## config.mk

```make
export PLATFORM = sky130hd
export DESIGN_NAME = dlmb_queue
export DESIGN_NICKNAME = d
export VERILOG_FILES = /design/src/hdl/dlmb_pkg.sv /design/src/hdl/dlmb_queue.sv
export SDC_FILE = /design/constraint.sdc
export NUM_CORES = 1
export LEC_CHECK = 0
export ABC_AREA = 1
export BUFFER_PORTS_ARGS = -buffer_cell sky130_fd_sc_hd__buf_4
export CAP_MARGIN = 25
export CORE_MARGIN = 2
export CORE_UTILIZATION = 54
export CTS_BUF_LIST = sky130_fd_sc_hd__clkbuf_4 sky130_fd_sc_hd__clkbuf_8
export DETAILED_ROUTE_END_ITERATION = 16
export PLACE_DENSITY = 0.9
export SKIP_CTS_REPAIR_TIMING = 1
export SLEW_MARGIN = 20
export SYNTH_ARGS = -nofsm -noshare
export SYNTH_HDL_FRONTEND = slang
export SYNTH_SLANG_ARGS = --single-unit
```

## constraint.sdc

```tcl
create_clock -name aclk -period 6.7 [get_ports aclk]
set_input_delay 0.67 -clock aclk [delete_from_list [all_inputs] [get_ports aclk]]
set_output_delay 0.67 -clock aclk [all_outputs]
set_load 0.1 [all_outputs]
```

## src/hdl/dlmb_pkg.sv

```systemverilog
package dlmb_pkg;

    localparam int LIMB_W     = 32;
    localparam int WORD_W     = 64;
    localparam int CFG_ADDR_W = 3;

    localparam logic [CFG_ADDR_W-1:0] CFG_MODULUS_LOW  = 3'd0;
    localparam logic [CFG_ADDR_W-1:0] CFG_MODULUS_HIGH = 3'd1;
    localparam logic [CFG_ADDR_W-1:0] CFG_BARRETT_LOW  = 3'd2;
    localparam logic [CFG_ADDR_W-1:0] CFG_BARRETT_HIGH = 3'd3;

    localparam logic [LIMB_W-1:0] MODULUS_LOW_RST  = 32'd268369921;
    localparam logic [LIMB_W-1:0] MODULUS_HIGH_RST = 32'd249561089;

    typedef struct packed {
        logic [WORD_W-1:0] left_word;
        logic [WORD_W-1:0] right_word;
        logic              last;
    } in_item_t;

    typedef struct packed {
        logic [WORD_W-1:0] sum_low_raw;
        logic [WORD_W-1:0] sum_high_raw;
        logic [LIMB_W-1:0] sum_low_mod;
        logic [LIMB_W-1:0] sum_high_mod;
    } out_item_t;

    // limb products handed from the front end to the accumulator
    typedef struct packed {
        logic [WORD_W-1:0] prod_low;
        logic [WORD_W-1:0] prod_high;
        logic              last;
    } prod_item_t;

    typedef struct packed {
        logic [LIMB_W-1:0] modulus_low;
        logic [LIMB_W-1:0] modulus_high;
        logic [WORD_W-1:0] barrett_low;
        logic [WORD_W-1:0] barrett_high;
    } cfg_t;

    typedef enum logic [1:0] {
        ST_ACC,
        ST_RED,
        ST_OUT
    } back_state_t;

endpackage

```

## src/hdl/dlmb_queue.sv

```systemverilog
module dlmb_queue #(
    parameter int DEPTH = 4
) (
    input  logic                   aclk,
    input  logic                   aresetn,
    input  logic                   in_valid,
    output logic                   in_ready,
    input  dlmb_pkg::prod_item_t   in_data,
    output logic                   out_valid,
    input  logic                   out_ready,
    output dlmb_pkg::prod_item_t   out_data
);
    import dlmb_pkg::*;

    localparam int AW = $clog2(DEPTH);
    localparam int CW = $clog2(DEPTH + 1);

    prod_item_t        entries_reg [DEPTH];
    logic [AW-1:0]     wr_ptr_reg, wr_ptr_next;
    logic [AW-1:0]     rd_ptr_reg, rd_ptr_next;
    logic [CW-1:0]     count_reg, count_next;
    logic              push, pop;

    assign in_ready  = count_reg != CW'(DEPTH);
    assign out_valid = count_reg != '0;
    assign out_data  = entries_reg[rd_ptr_reg];
    assign push      = in_valid && in_ready;
    assign pop       = out_valid && out_ready;

    always_comb begin
        wr_ptr_next = wr_ptr_reg;
        rd_ptr_next = rd_ptr_reg;
        count_next  = count_reg;
        if (push) begin
            wr_ptr_next = (wr_ptr_reg == AW'(DEPTH - 1)) ? '0 : wr_ptr_reg + 1'b1;
        end
        if (pop) begin
            rd_ptr_next = (rd_ptr_reg == AW'(DEPTH - 1)) ? '0 : rd_ptr_reg + 1'b1;
        end
        if (push && !pop) begin
            count_next = count_reg + 1'b1;
        end else if (pop && !push) begin
            count_next = count_reg - 1'b1;
        end
    end

    always_ff @(posedge aclk) begin
        if (push) begin
            entries_reg[wr_ptr_reg] <= in_data;
        end
        if (!aresetn) begin
            wr_ptr_reg <= '0;
            rd_ptr_reg <= '0;
            count_reg  <= '0;
        end else begin
            wr_ptr_reg <= wr_ptr_next;
            rd_ptr_reg <= rd_ptr_next;
            count_reg  <= count_next;
        end
    end

endmodule

```

After elaboration in Yosys (flattened, before gate mapping)
Memories as Yosys holds them, arrays and structs flattened. A register that Yosys moved wholly into a read port is not among the register bits.
Index checks and enable logic that the tools add are counted.
{ "totals": {"regBits": 7, "ramBits": 516, "in_bits": 133, "output_inout_bits": 131, "wordCells": 27, "mem_count": 1} }
{ "op_classes": {"n_addsub": 4, "n_eq_ne": 3, "n_mux": 8, "n_reduce_logical": 8} }
{ "memory_table": {"columns": ["name", "depth", "width", "read_ports", "rd_ports_with_merged_regs", "write_ports", "line", "text"], "rows": [
  ["entries_reg", 4, 129, 1, 1, 1, "dlmb_queue.sv:18", "prod_item_t entries_reg [DEPTH];"]
]} }
{ "op_table": {"columns": ["cell", "n"], "rows": [
  ["2-bit two-way mux", 4],
  ["3-bit two-way mux", 2],
  ["2-bit by 1-bit adder with 2-bit output (second input constant)", 2],
  ["2-bit equality test (second input constant)", 2],
  ["1-bit logical AND", 4],
  ["3-bit by 1-bit adder with 3-bit output (second input constant)", 1],
  ["3-bit != test (second input constant)", 1],
  ["3-bit nonzero test", 1],
  ["3-bit by 1-bit subtractor with 3-bit output (second input constant)", 1],
  ["1-bit zero test", 2],
  ["1-bit two-way mux", 2],
  ["2-bit nonzero test", 1]
]} }

Depth between registers and ports, before layout
Gate-level depths: netlist (run 1).
{ "depth": {"depth_word": 6, "ltp_mapped": 13, "ltp_nobuf": 13} }

Least setup slack after synthesis (run 1)
OpenSTA, ideal clock, no wires.
{ "synth_timing": {"path_type": "register -> register", "startpoint": "register count_reg[1]", "endpoint": "memory entries_reg[0][0] (netlist name), enable pin", "setup_ns": 0.619, "arrival_time_ns": 6.875, "t_required_ns": 6.081, "path_slack_ns": -0.794, "path_stages_with_launch": 5, "path_buffers": 0, "period_less_slack_ns": 7.494, "path_cell_list": "dfxtp_1 -> nor2_1 -> nand2_1 -> nand2_1 -> nor2_1"} }
{ "synth_via": {"elab_chain_cells": 4} }
{ "synth_rtl": {"columns": ["element", "line", "text"], "rows": [
  ["start, declared", "dlmb_queue.sv:21", "logic [CW-1:0] count_reg, count_next;"],
  ["start signal, assigned", "dlmb_queue.sv:58", "count_reg <= count_next;"],
  ["3-bit != test", "dlmb_queue.sv:24", "assign in_ready = count_reg != CW'(DEPTH);"],
  ["via in_ready", "dlmb_queue.sv:7", "output logic in_ready,"],
  ["1-bit logical AND", "dlmb_queue.sv:27", "assign push = in_valid && in_ready;"],
  ["1-bit two-way mux", "dlmb_queue.sv:48", "if (push) begin"],
  ["1-bit two-way mux (not written as such)", "dlmb_queue.sv:49", "entries_reg[wr_ptr_reg] <= in_data;"],
  ["end, declared", "dlmb_queue.sv:18", null]
]} }
The timed path passes the listed nets, and every way through them passes these cells.

==> impl_metrics.csv, run 1 <==
group,metric,value,unit
critical_path,worstRegToRegCells,5,
logic_synthesis,syn_nets,1457,
hold_path,min_to,"entries_reg[0][125]$_DFFE_PP_",
sta,fmax,0.224,GHz
sta,rsz0062_at_grt,"false",
sta,max_slew.worst_pin.slew,1.02,ns
logic_synthesis,synthDistinctLibCells,20,
critical_path,critPathCaptureType,"primary output",
sta,drv_slew,0,
drt,routedWlPerCell,20.8,um
critical_path,rrSetupSlack,3.97,ns
die,die_w,195,um
cts,cts_sinks,525,
global_routing,grt_pass1_wl,68.2,mm
sta,fin_worst_skew,0.0303,ns
die,ios,264,
drt,m1WireLength,16.4,mm
cts,clk_latency,0.62,ns
drt,met2WireLength,21.7,mm
logic_synthesis,yosysWarnings,0,
final_layout,final_cells,2111,
status,status,"complete, no violations",
cts,cts_buffer_depth,3,
drt,wl,44.0,mm
critical_path,startpoint_type,"flop",
sta,slew_headroom,31.9,%
logic_synthesis,ys_ff_latch,525,
drt,top_layer,"met4",
cts,htreeDepth,3,
final_layout,syn_to_final_growth,19.6,%
drt,via_count,12200,
critical_path,critPathKind,"flop to primary output",
global_routing,groute.usage.overall,23.3,%
critical_path,worst_r2r_endpoint,"entries_reg[0][45]$_DFFE_PP_",
global_routing,grt_pass1_vias,12700,
sta,finalSetupViolCount,0,
die,dieArea,37900,um^2
drt,ant_nets,0,
drt,drc,0,
sta,holdWs,0.241,ns
placement,dp_hpwl,23.7,mm
hold_path,hold_class,"primary input to flop",
critical_path,cp.required,6.03,ns
placement,gp_congestion,0.794,
hold_path,hold_depth,1,
placement,dp.cells,1968,
cts,cts_root_buf,"clkbuf_8",
die,start_util,55.1,%
die,rows,69,
cts,path_clk_slew,0.06,ns
critical_path,crit_path_max_fanout,130,
cts,cts_buffers,81,
critical_path,cp.arrival,3.80,ns
global_routing,antenna_found_initial,1,
logic_synthesis,ys_seq_area_share,79.9,%
drt,dr.first_iter.drc_count,854,
drt,vias_per_cell,5.76,
sta,min_period,4.47,ns
sta,hold_viol_final,0,
final_layout,largest_reg_flops,516,
final_layout,nets,1732,
logic_synthesis,syn_area_per_cell,14.9,um^2
final_layout,final_common_cell,"edfxtp_1",
sta,post-route-period-util,66.6,%
die,core-area,35700,um^2
drt,met3_length,4.66,mm
die,die_y,195,um
final_layout,final_cell_mix,"edfxtp_1, buf_4, nor2_1, o21ai_0, o22ai_1",
placement,io_buffers,263,
logic_synthesis,syn_area,19600,um^2
logic_synthesis,syn_inst,1317,
global_routing,overflow,0,
global_routing,grt_max_degree,189,
critical_path,worstReg2RegStart,"count_reg[1]$_SDFFE_PN0P_",
final_layout,drive_gt1_share,25.0,%
run,max_cap_violations,0,
cts,cts_tree,"done",
hold_path,min-delay-start,"in_data[125]",
drt,dr.pass1.iters,5,
## Yosys cell counts
master	count	area, um^2
a21oi_1	2	10.0
buf_2	6	30.0
buf_4	15	113
buf_6	24	270
clkbuf_1	33	124
clkbuf_2	6	30.0
dfxtp_1	9	180
edfxtp_1	516	15500
fa_1	1	20.0
ha_1	6	75.1
inv_1	16	60.1
inv_4	1	6.26
nand2_1	15	56.3
nand3_1	1	5.00
nand3b_1	1	7.51
nand4_1	1	6.26
nor2_1	275	1030
o21ai_0	166	831
o21ai_1	94	470
o22ai_1	129	807
## stage by stage
| stage | setup TNS (ns) | util [%] | instance area [um^2] | worst slack (ns) |
|---|---|---|---|---|
| after global routing | 0 | 65.8 | 23500 | 1.97 |
| after CTS | 0 | 65.7 | 23400 | 2.23 |
| after floorplan | -409.87 | - | 19600 | -0.794 |
| after global placement | 0 | 61.0 | 21800 | 3.10 |
| after detailed placement | 0 | 61.0 | 21800 | 3.02 |
| final | 0 | 65.8 | 23500 | 2.23 |
## final cells by class
class	instances	area [um^2]
Tap cell	461	577
Multi-Input combinational cell	691	3350
Timing Repair Buffer	276	2140
Fill cell	2319	12200
Sequential cell	525	15700
Clock inverter	30	320
Inverter	17	73.8
Clock buffer	109	1330
Antenna cell	2	5.00
## critical path, cell delays in order, from the launching register on
cell and delay [ns]:
dfxtp_4 0.58, inv_8 0.42, buf_16 0.40, buf_4 0.70, o21ai_0 0.20, o22ai_1 0.27
buf_4 0.35
## cells by family (layout without fill, tap and decap cells)
family / after synthesis / after routing / share of synthesized area, %
DFF: 525 / 525 / 79.9
adders and majority gates: 7 / 7 / 0.484
AOI/OAI and AO/OA: 391 / 391 / 10.8
and+or+nand+nor: 293 / 293 / 5.64
other: 0 / 2 / 0
buffers and inverters: 101 / 432 / 3.23
## per-layer routing
metal | global-route usage [%] | vias up
met5 | 0 | -
met4 | 9.80 | 0
met3 | 7.63 | 93
met2 | 38.6 | 572
met1 | 28.2 | 5976
li1 | - | 5523
## how the worst max path moves through the flow
stage,from,end,slack [ns],cells after the start
floorplan,count_reg[1]$_SDFFE_PN0P_,entries_reg[0][0]$_DFFE_PP_,-0.79,4
global placement,flop,out_data[14],3.10,5
detailed placement,flop,out_data[6],3.02,5
CTS,flop,out_data[8],2.23,5
global route,flop,out_data[8],1.97,6
finish,flop,out_data[8],2.23,6
Power of run 1 is not shown: default switching activity piles up to over one toggle a cycle in this logic, so the estimate is an artifact.
==> run 2, diff against run 1 <==
Clock period 6.7 ns to 3.9 ns, I/O delays scaled along.
==> run 2 against run 1 <==
The flow now finishes with violations (max-slew violations). Cell area grew 5.6%. Core utilization is 3.7 points higher. Register-to-register slack got worse by 2.5 ns. Largest cell class unchanged. Routed wire length rose by 10%. Critical path type unchanged. Worst hold slack worse by 0.19 ns.
==> impl_metrics.csv, run 2 (same netlist as run 1, synthesis figures left out) <==
group,metric,value,unit
cts,clk_latency,0.62,ns
sta,hold_viol_final,0,
sta,min_period,3.61,ns
drt,via_count,13000,
hold_path,hold_depth,3,
drt,m1WireLength,17.9,mm
hold_path,hold_class,"primary input to flop",
die,dieArea,37900,um^2
drt,dr.pass1.iters,5,
drt,routedWlPerCell,21.6,um
critical_path,worstRegToRegCells,5,
cts,cts_buffer_depth,3,
critical_path,critPathCaptureType,"primary output",
critical_path,worstReg2RegStart,"count_reg[0]$_SDFFE_PN0P_",
status,status,"finished, violations left",
critical_path,worst_r2r_endpoint,"entries_reg[3][10]$_DFFE_PP_",
final_layout,final_common_cell,"edfxtp_1",
cts,path_clk_slew,0.06,ns
global_routing,grt_pass1_wl,65.9,mm
final_layout,drive_gt1_share,23.2,%
global_routing,groute.usage.overall,22.6,%
cts,cts_buffers,83,
die,core-area,35700,um^2
placement,dp_hpwl,23.6,mm
sta,max_slew.worst_pin.slew,1.57,ns
sta,slew_headroom,-4.74,%
cts,cts_sinks,525,
sta,drv_slew,76,
critical_path,startpoint_type,"flop",
cts,htreeDepth,3,
global_routing,overflow,0,
critical_path,cp.required,3.51,ns
sta,rsz0062_at_grt,"false",
sta,fin_worst_skew,0.0274,ns
placement,io_buffers,263,
sta,finalSetupViolCount,0,
drt,top_layer,"met4",
drt,met2WireLength,25.1,mm
hold_path,min_to,"wr_ptr_reg[1]$_SDFFE_PN0P_",
critical_path,critPathKind,"flop to primary output",
sta,layout_setup_ws,0.286,ns
status,violations,"max-slew violations",
run,max_cap_violations,0,
final_layout,largest_reg_flops,516,
drt,drc,0,
sta,fmax,0.277,GHz
critical_path,rrSetupSlack,1.52,ns
final_layout,n_fill_cell,2073,
die,die_w,195,um
hold_path,min-delay-start,"in_valid",
critical_path,cp.arrival,3.22,ns
drt,dr.first_iter.drc_count,1174,
final_layout,syn_to_final_growth,26.3,%
global_routing,antenna_found_initial,2,
sta,post-route-period-util,92.7,%
placement,gp_congestion,0.734,
drt,met3_length,4.30,mm
global_routing,grt_max_degree,259,
critical_path,crit_path_max_fanout,258,
final_layout,final_cell_mix,"edfxtp_1, nor2_1, buf_4, o21ai_0",
drt,ant_nets,0,
final_layout,nets,1865,
placement,preCtsSetupSlack,1.23,ns
cts,cts_tree,"done",
die,rows,69,
cts,cts_root_buf,"clkbuf_8",
global_routing,grt_pass1_vias,12400,
die,die_y,195,um
die,ios,264,
drt,wl,48.6,mm
sta,tns,0,ns
drt,vias_per_cell,5.79,
die,start_util,55.1,%
run 2: final cells by class:
type                            count  area [um^2]  area share (%)
Sequential cell                   525        15700            63.3
Inverter                           17         73.8           0.298
Multi-Input combinational cell    691         3350            13.5
Antenna cell                        2         5.00          0.0202
Clock inverter                     41          272            1.10
Tap cell                          461          577            2.33
Clock buffer                      108         1340            5.42
Timing Repair Buffer              407         3480            14.0
run 2: critical path, cell delays in order (launching register included):
cell and delay [ns]:
dfxtp_4 0.39, buf_12 0.46, o21ai_0 0.45, o22ai_1 0.34
buf_4 0.34
run 2: worst max path at each step:
| stage | startpoint | end | depth (start not counted) |
|---|---|---|---|
| 6_report | flop | out_data[37] | 4 |
| 5_1_grt | flop | out_data[41] | 4 |
| 4_1_cts | flop | out_data[41] | 4 |
| 3_5_place_dp | flop | out_data[41] | 4 |
| 3_3_place_gp | flop | out_data[41] | 4 |
| 2_1_floorplan | count_reg[0]$_SDFFE_PN0P_ | entries_reg[0][0]$_DFFE_PP_ | 4 |
run 2: per-layer routing:
metal	vias to the layer above	global-route usage (%)
met5	-	0
met4	0	9.32
met3	117	6.96
met2	718	38.2
met1	6405	27.2
li1	5796	-
run 2: per-stage QoR:
stage	std cells	util (%)	cell area (um^2)	hold WS [ns]
CTS	2121	65.9	23500	-0.0896
global placement	1972	61.3	21900	0.488
floorplan	1317	-	19700	0.480
finish	2252	69.5	24800	0.0519
detailed placement	1972	61.3	21900	0.514
global route	2251	69.5	24800	0.0140
Power of run 2 is left out for the same reason.
