<file path="config.mk">
export PLATFORM = sky130hd
export DESIGN_NAME = dlmb_back
export DESIGN_NICKNAME = d
export VERILOG_FILES = /design/src/hdl/dlmb_pkg.sv /design/src/hdl/dlmb_back.sv
export SDC_FILE = /design/constraint.sdc
export NUM_CORES = 2
export LEC_CHECK = 0
export BUFFER_PORTS_ARGS = -buffer_cell sky130_fd_sc_hd__buf_2
export CAP_MARGIN = 20
export CORE_MARGIN = 4
export CORE_UTILIZATION = 55
export CTS_CLUSTER_DIAMETER = 120
export DETAILED_ROUTE_END_ITERATION = 10
export PLACE_DENSITY = 0.86
export SLEW_MARGIN = 40
export SYNTH_ARGS = -nofsm -noshare
export SYNTH_HDL_FRONTEND = slang
export SYNTH_SLANG_ARGS = --single-unit
</file>
<file path="constraint.sdc">
create_clock -name aclk -period 16.7 [get_ports aclk]
set_input_delay 3.34 -clock aclk [delete_from_list [all_inputs] [get_ports aclk]]
set_output_delay 3.34 -clock aclk [all_outputs]
set_load 0.03 [all_outputs]
</file>
<file path="src/hdl/dlmb_pkg.sv">
package dlmb_pkg;

    localparam int LIMB_W     = 32;
    localparam int WORD_W     = 64;
    localparam int CFG_ADDR_W = 3;

    localparam logic [CFG_ADDR_W-1:0] CFG_MODULUS_LOW  = 3'd0;
    localparam logic [CFG_ADDR_W-1:0] CFG_MODULUS_HIGH = 3'd1;
    localparam logic [CFG_ADDR_W-1:0] CFG_BARRETT_LOW  = 3'd2;
    localparam logic [CFG_ADDR_W-1:0] CFG_BARRETT_HIGH = 3'd3;

    localparam logic [LIMB_W-1:0] MODULUS_LOW_RST  = 32'd268369921;
    localparam logic [LIMB_W-1:0] MODULUS_HIGH_RST = 32'd249561089;

    typedef struct packed {
        logic [WORD_W-1:0] left_word;
        logic [WORD_W-1:0] right_word;
        logic              last;
    } in_item_t;

    typedef struct packed {
        logic [WORD_W-1:0] sum_low_raw;
        logic [WORD_W-1:0] sum_high_raw;
        logic [LIMB_W-1:0] sum_low_mod;
        logic [LIMB_W-1:0] sum_high_mod;
    } out_item_t;

    // limb products handed from the front end to the accumulator
    typedef struct packed {
        logic [WORD_W-1:0] prod_low;
        logic [WORD_W-1:0] prod_high;
        logic              last;
    } prod_item_t;

    typedef struct packed {
        logic [LIMB_W-1:0] modulus_low;
        logic [LIMB_W-1:0] modulus_high;
        logic [WORD_W-1:0] barrett_low;
        logic [WORD_W-1:0] barrett_high;
    } cfg_t;

    typedef enum logic [1:0] {
        ST_ACC,
        ST_RED,
        ST_OUT
    } back_state_t;

endpackage

</file>
<file path="src/hdl/dlmb_back.sv">
module dlmb_back (
    input  logic                   aclk,
    input  logic                   aresetn,
    input  dlmb_pkg::cfg_t         cfg,
    input  logic                   q_valid,
    output logic                   q_ready,
    input  dlmb_pkg::prod_item_t   q_data,
    output logic                   m_valid,
    input  logic                   m_ready,
    output dlmb_pkg::out_item_t    m_data
);
    import dlmb_pkg::*;

    // reduction sequence, one 32x32 partial product per multiply step, then a final correction
    localparam logic [2:0] STEP_LL  = 3'd0;
    localparam logic [2:0] STEP_LH  = 3'd1;
    localparam logic [2:0] STEP_HL  = 3'd2;
    localparam logic [2:0] STEP_HH  = 3'd3;
    localparam logic [2:0] STEP_QL  = 3'd4;
    localparam logic [2:0] STEP_QH  = 3'd5;
    localparam logic [2:0] STEP_FIX = 3'd6;

    back_state_t       state_reg, state_next;
    logic [2:0]        step_reg, step_next;
    logic              limb_reg, limb_next;
    logic [WORD_W-1:0] acc_low_reg, acc_low_next;
    logic [WORD_W-1:0] acc_high_reg, acc_high_next;
    logic [WORD_W-1:0] sum_low_reg, sum_low_next;
    logic [WORD_W-1:0] sum_high_reg, sum_high_next;
    logic [LIMB_W-1:0] mod_low_reg, mod_low_next;
    logic [LIMB_W-1:0] mod_high_reg, mod_high_next;
    logic [WORD_W+1:0] w_reg, w_next;       // column sum, holds q after HH
    logic [WORD_W-1:0] r_reg, r_next;
    out_item_t         out_reg, out_next;
    logic              out_valid_reg, out_valid_next;

    logic              pop;
    logic [WORD_W-1:0] new_low, new_high;
    logic [WORD_W-1:0] s_sel, b_sel;
    logic [LIMB_W-1:0] m_sel;
    logic [LIMB_W-1:0] mul_a, mul_b;
    logic [WORD_W-1:0] product;
    logic [WORD_W-1:0] r_fixed;

    assign q_ready = (state_reg == ST_ACC);
    assign pop     = q_valid && q_ready;
    assign m_valid = out_valid_reg;
    assign m_data  = out_reg;

    assign new_low  = acc_low_reg + q_data.prod_low;
    assign new_high = acc_high_reg + q_data.prod_high;

    assign s_sel = limb_reg ? sum_high_reg : sum_low_reg;
    assign b_sel = limb_reg ? cfg.barrett_high : cfg.barrett_low;
    assign m_sel = limb_reg ? cfg.modulus_high : cfg.modulus_low;

    always_comb begin
        case (step_reg)
            STEP_LL: begin
                mul_a = s_sel[LIMB_W-1:0];
                mul_b = b_sel[LIMB_W-1:0];
            end
            STEP_LH: begin
                mul_a = s_sel[LIMB_W-1:0];
                mul_b = b_sel[WORD_W-1:LIMB_W];
            end
            STEP_HL: begin
                mul_a = s_sel[WORD_W-1:LIMB_W];
                mul_b = b_sel[LIMB_W-1:0];
            end
            STEP_HH: begin
                mul_a = s_sel[WORD_W-1:LIMB_W];
                mul_b = b_sel[WORD_W-1:LIMB_W];
            end
            STEP_QL: begin
                mul_a = w_reg[LIMB_W-1:0];
                mul_b = m_sel;
            end
            STEP_QH: begin
                mul_a = w_reg[WORD_W-1:LIMB_W];
                mul_b = m_sel;
            end
            default: begin
                mul_a = '0;
                mul_b = '0;
            end
        endcase
    end

    assign product = mul_a * mul_b;
    assign r_fixed = (r_reg >= {{LIMB_W{1'b0}}, m_sel}) ? r_reg - {{LIMB_W{1'b0}}, m_sel}
                                                         : r_reg;

    always_comb begin
        state_next     = state_reg;
        step_next      = step_reg;
        limb_next      = limb_reg;
        acc_low_next   = acc_low_reg;
        acc_high_next  = acc_high_reg;
        sum_low_next   = sum_low_reg;
        sum_high_next  = sum_high_reg;
        mod_low_next   = mod_low_reg;
        mod_high_next  = mod_high_reg;
        w_next         = w_reg;
        r_next         = r_reg;
        out_next       = out_reg;
        out_valid_next = out_valid_reg && !m_ready;

        case (state_reg)
            ST_ACC: begin
                if (pop) begin
                    if (q_data.last) begin
                        sum_low_next  = new_low;
                        sum_high_next = new_high;
                        acc_low_next  = '0;
                        acc_high_next = '0;
                        step_next     = STEP_LL;
                        limb_next     = 1'b0;
                        state_next    = ST_RED;
                    end else begin
                        acc_low_next  = new_low;
                        acc_high_next = new_high;
                    end
                end
            end
            ST_RED: begin
                step_next = step_reg + 1'b1;
                case (step_reg)
                    // only the carry half of the low column feeds the middle sum
                    STEP_LL: w_next = (WORD_W + 2)'(product[WORD_W-1:LIMB_W]);
                    STEP_LH, STEP_HL: w_next = w_reg + (WORD_W + 2)'(product);
                    STEP_HH: w_next = (w_reg >> LIMB_W) + (WORD_W + 2)'(product);
                    STEP_QL: r_next = s_sel - product;
                    STEP_QH: r_next = r_reg - {product[LIMB_W-1:0], {LIMB_W{1'b0}}};
                    STEP_FIX: begin
                        step_next = STEP_LL;
                        if (limb_reg) begin
                            mod_high_next = r_fixed[LIMB_W-1:0];
                            state_next    = ST_OUT;
                        end else begin
                            mod_low_next = r_fixed[LIMB_W-1:0];
                            limb_next    = 1'b1;
                        end
                    end
                    default: step_next = STEP_LL;
                endcase
            end
            ST_OUT: begin
                if (!out_valid_reg || m_ready) begin
                    out_next.sum_low_raw  = sum_low_reg;
                    out_next.sum_high_raw = sum_high_reg;
                    out_next.sum_low_mod  = mod_low_reg;
                    out_next.sum_high_mod = mod_high_reg;
                    out_valid_next        = 1'b1;
                    state_next            = ST_ACC;
                end
            end
            default: state_next = ST_ACC;
        endcase
    end

    always_ff @(posedge aclk) begin
        sum_low_reg  <= sum_low_next;
        sum_high_reg <= sum_high_next;
        mod_low_reg  <= mod_low_next;
        mod_high_reg <= mod_high_next;
        w_reg        <= w_next;
        r_reg        <= r_next;
        out_reg      <= out_next;
        if (!aresetn) begin
            state_reg     <= ST_ACC;
            step_reg      <= STEP_LL;
            limb_reg      <= 1'b0;
            acc_low_reg   <= '0;
            acc_high_reg  <= '0;
            out_valid_reg <= 1'b0;
        end else begin
            state_reg     <= state_next;
            step_reg      <= step_next;
            limb_reg      <= limb_next;
            acc_low_reg   <= acc_low_next;
            acc_high_reg  <= acc_high_next;
            out_valid_reg <= out_valid_next;
        end
    end

    a_step_range: assert property (@(posedge aclk) disable iff (!aresetn)
        (state_reg == ST_RED) |-> (step_reg <= STEP_FIX))
        else $error("reduction step out of range");

    a_last_clears: assert property (@(posedge aclk) disable iff (!aresetn)
        (pop && q_data.last) |=> (acc_low_reg == '0 && acc_high_reg == '0))
        else $error("accumulators not cleared after last term");

    a_load_from_out: assert property (@(posedge aclk) disable iff (!aresetn)
        (out_valid_reg && !$past(out_valid_reg)) |-> ($past(state_reg) == ST_OUT))
        else $error("result loaded outside output state");

    a_no_overwrite: assert property (@(posedge aclk) disable iff (!aresetn)
        (state_reg == ST_OUT && out_valid_reg && !m_ready) |=> (state_reg == ST_OUT))
        else $error("pending result overwritten");

endmodule

</file>
# --- Word-level counts from Yosys, hierarchy flattened ---
# Index checks and enable logic that the tools add are counted.
op_classes:
  n_mux: 26
  n_lt_le_gt_ge: 1
  bitwise_logic: 1
  n_addsub: 8
  multipliers: 1
  reduce_logical: 27
  eq_ne: 13
op_table:
  columns: ["op", "n"]
  rows:
  - ["64-bit two-way mux", 4]
  - ["66-bit case mux with 3 select lines", 1]
  - ["64-bit adder", 2]
  - ["32-bit case mux with 4 select lines", 1]
  - ["64-bit case mux with 2 select lines", 1]
  - ["64-bit subtractor", 2]
  - ["32-bit case mux with 3 select lines", 1]
  - ["66-bit by 64-bit adder with 66-bit output", 1]
  - ["34-bit by 64-bit adder with 65-bit output", 1]
  - ["64-bit by 32-bit greater-or-equal comparator with 1-bit output", 1]
  - ["32-bit by 32-bit multiplier with 64-bit output", 1]
  - ["32-bit two-way mux", 2]
  - ["32-bit subtractor", 1]
  - ["3-bit AND reduction", 4]
  - ["2-bit OR reduction", 6]
  - ["2-bit two-way mux", 5]
  - ["3-bit equality test (second input constant)", 3]
  - ["3-bit two-way mux", 3]
  - ["2-bit AND reduction", 4]
  - ["3-bit by 2-bit equality test with 1-bit output (second input constant)", 2]
  - ["2-bit != test (second input constant)", 3]
  - ["2-bit case mux with 3 select lines", 1]
  - ["3-bit case mux with 2 select lines", 1]
  - ["6-bit OR reduction", 1]
  - ["17 further kinds", 25]
word_totals:
  output_inout_bits: 194
  regBits: 649
  wordCells: 93

# --- Logic depth before layout (Yosys ltp) ---
logic_depth:
  depth_word: 6
  mapped_depth: 52
  mapped_depth_nobuf: 46

# --- Worst setup path after synthesis ---
# OpenSTA, ideal clock, no wires.
synth_timing:
  kind: "input-to-reg"
  from: "input cfg[132] (netlist bit)"
  to: "register w_reg[60], data pin"
  setup_ns: 0.271
  arrival_time_ns: 13.424
  required_ns: 16.429
  cell_stages: 41
  path_slack_ns: 3.005
  cell_sequence: "mux2_2 > a222oi_1 > clkbuf_1 > clkbuf_1 > nor2_1 > fa_1 > inv_1 > fa_1 > fa_1 > fa_1 > inv_1 > fa_1 > inv_1 > fa_1 > inv_1 > fa_1 > fa_1 > ha_1 > [5 not listed] > buf_6 > o21ai_0 > a31oi_1 > xnor2_1 > ha_1 > nand4_1 > nor2_1 > nand3_1 > o221ai_1 > a31oi_1 > a21oi_1 > nand4_1 > or4_1 > buf_2 > or4_4 > nor4b_4 > xnor2_1 > o22ai_1"
synth_via:
  elab_chain_len: 5
synth_lines:
  columns: ["element", "line", "text"]
  rows:
  - ["from (decl)", "dlmb_back.sv:4", "input dlmb_pkg::cfg_t cfg,"]
  - ["32-bit two-way mux (*)", "dlmb_back.sv:55", "assign m_sel = limb_reg ? cfg.modulus_high : cfg.modulus_low;"]
  - ["32-bit case mux with 3 select lines (*)", "dlmb_back.sv:58", "case (step_reg)"]
  - ["32-bit by 32-bit multiplier with 64-bit output (*)", "dlmb_back.sv:90", "assign product = mul_a * mul_b;"]
  - ["66-bit by 64-bit adder with 66-bit output or 34-bit by 64-bit adder with 65-bit output (tied branches)", "dlmb_back.sv:131, dlmb_back.sv:132", null]
  - ["66-bit case mux with 3 select lines (*)", "dlmb_back.sv:128", "case (step_reg)"]
  - ["to (signal assigned)", "dlmb_back.sv:167", "w_reg <= w_next;"]
  - ["to (decl)", "dlmb_back.sv:32", "logic [WORD_W+1:0] w_reg, w_next;"]
# Every way passes the cells marked *; elsewhere a longest branch is shown, timed or not.
# A chain may end at the register's enable or synchronous reset.

# --- Final worst setup path ---
# Ends and elaborated chain as after synthesis.

==> flow_summary.yaml <==
timing:
  min_period_over_period_pct: 90.3
  finalCriticalPeriod_ns: 15.08
  fmax_mhz: 66.3
  setup_viol: 0
  slew_violations: 0
  relSlewSlack_pct: 34.7
  hold_violations: 0
  grt_setup_unrepaired: "false"
  fin_worst_skew_ns: 0.0594
  tns_ns: 0
  worst_pin_slew_ns: 0.973
  hold_ws_ns: 0.414
run:
  drv_cap: 0
floorplanning:
  coreArea_um2: 140000
  fp-row-count: 137
  die_area_um2: 146000
  start_util_pct: 55.4
  die_height_um: 383
  pin_count: 519
  fp.dieW_um: 383
yosys:
  synthFlopType: "edfxtp_1"
  yosysTopAreaCellShare_pct: 23.4
  async_flop_share_pct: 0
  yosys-top-cells-count: "inv_1, fa_1, nand2_1, nor2_1, ha_1"
  synth_area_leaders: "fa_1, edfxtp_1, ha_1"
  syn-num-nets: 10216
  synthesis.instances: 8370
  synth_area_um2: 77200
  synth_edf_count: 514
  seq_area_frac_synth_pct: 23.5
  ys_ff_latch: 649
  yosysTopAreaCell: "fa_1"
  yosys_warnings: 0
  yosys.cell_types.count: 92
  syn_area_per_cell_um2: 9.23
  yosysMostFrequentCell: "inv_1"
layout:
  post-route-util_pct: 60.7
  area_delta_synth_final_pct: 9.63
  finalInstanceArea_um2: 84700
  final_layout_size_suffix_gt1_share_pct: 11.6
  seqCellArea_um2: 18100
  num-nets-final: 10566
  largest_register_ffs: 192
  multi_input_area_um2: 53800
  nFillCells: 11626
setup_path:
  r2r-start: "step_reg[0]"
  critPathSlowestCell: "o21ai_0"
  critPathArrivalTime_ns: 15.48
  worst_setup_path_start_kind: "input port"
  worst-path-max-fanout: 26
  rr_worst_depth: 40
  worstPathRequired_ns: 17.10
  cp_common_cell: "fa_1"
  r2r_slack_ns: 2.51
  critPathMaxStageDelay_ns: 0.63
  crit_path_start: "cfg[132]"
  worstSetupEndpointType: "flop"
  crit_type: "input port to flop"
clock_tree:
  cts_tree: "done"
  cts_buffers: 70
  cts_root_buf: "clkbuf_16"
  postCtsSetupBuffers: 0
  h-tree-depth: 3
  clock_latency_ns: 0.68
  cts_hold_buffers: 0
  cts_num_sinks: 649
  clockBufferDepth: 3
  cts_resized: 0
  clk_pin_slew_worst_paths_ns: 0.07
routing:
  vias_per_cell: 6.31
  routedWlPerCell_um: 26.5
  wl_mm: 282
  drtIter0Drc: 7913
  vias: 67299
  antenna_left: 0
  drtPass1Iterations: 8
  drc: 0
global_routing:
  track_usage_pct: 38.0
  globalRouteOverflowTotal: 0
  grt_max_degree: 96
  grt_pass1_vias: 67979
  grt_pass1_wl_mm: 419
  antenna_found_initial: 26
hold_path:
  min_path_type: "flop to flop"
  min_path_cells: 0
  worstHoldStart: "mod_low_reg[17]"
placement:
  dp_hpwl_mm: 226
  globalplace.congestion: 1.03
  io_buffers: 518
  place_area_um2: 82200
status:
  outcome: "completed"
path summary, 6_finish.rpt:
kind                 to
max           w_reg[60]
min          m_data[49]
max reg2reg   w_reg[60]
min reg2reg  m_data[49]
routing by layer:
layer,vias up,global-route usage [%],wire length [µm]
met3,1068,9.96,33500
met5,-,0,95
met4,12,25.0,23500
met2,4502,57.8,122000
met1,32763,48.0,103000
li1,28954,-,-
per-stage QoR:
stage	instances	worst slack, ns
CTS	10648	1.78
finish	10667	1.62
floorplan	8370	3.00
global placement	10518	1.08
global route	10659	1.05
detailed placement	10521	1.13
critical path: cells and delay by family:
family	cells	cell delay, ns
and+or+nand+nor	8	1.86
buffers and inverters	8	1.16
xor gates and xnor gates	2	0.66
AOI/OAI and AO/OA	9	3.21
adders and majority gates	10	4.95
muxes	1	0.27
cell type report:
class                   instances  area share, %
multi-input cells            6198           63.5
inverters                    1135           5.03
diodes                         16         0.0473
clock buffers                  83           2.20
well taps                    1876           2.77
repair buffers                666           4.44
clock inverters                44          0.593
flip-flops and latches        649           21.4
cells by family (layout without fill, tap and decap cells):
group | Yosys count | count (layout) | share of synthesized area (%)
adders and majority gates | 1521 | 1521 | 33.4
DFF | 649 | 649 | 23.5
muxes | 183 | 183 | 2.55
and+or+nand+nor | 2383 | 2383 | 13.9
other | 0 | 16 | 0
buffers and inverters | 1523 | 1928 | 7.43
AOI/OAI and AO/OA | 1708 | 1708 | 14.7
xor gates and xnor gates | 403 | 403 | 4.59
placed cells by master, fill, tap and decap left out, types with 26 or more instances in the layout:
cell type,count
nand3_1,104
a211oi_1,32
dfxtp_1,134
inv_1,1133
nor3_1,65
o21a_1,65
o21ai_0,256
nor2b_1,140
a22oi_1,110
and3_1,67
buf_4,139
fa_1,903
a31oi_1,54
nand2_1,879
o21bai_1,76
mux2_2,108
a21o_1,257
ha_1,618
nor4_1,27
a21oi_1,446
clkbuf_16,72
and2_1,72
mux2i_1,72
nand2b_1,50
nor2_1,772
buf_2,518
a22o_1,56
xor2_1,135
o211ai_1,26
o22ai_1,51
nand4_1,80
xnor2_1,265
o31ai_1,27
edfxtp_1,514
Power is left out: the tool's default activity adds up to more than one toggle a clock period on the data nets, which glitch-free logic cannot reach.
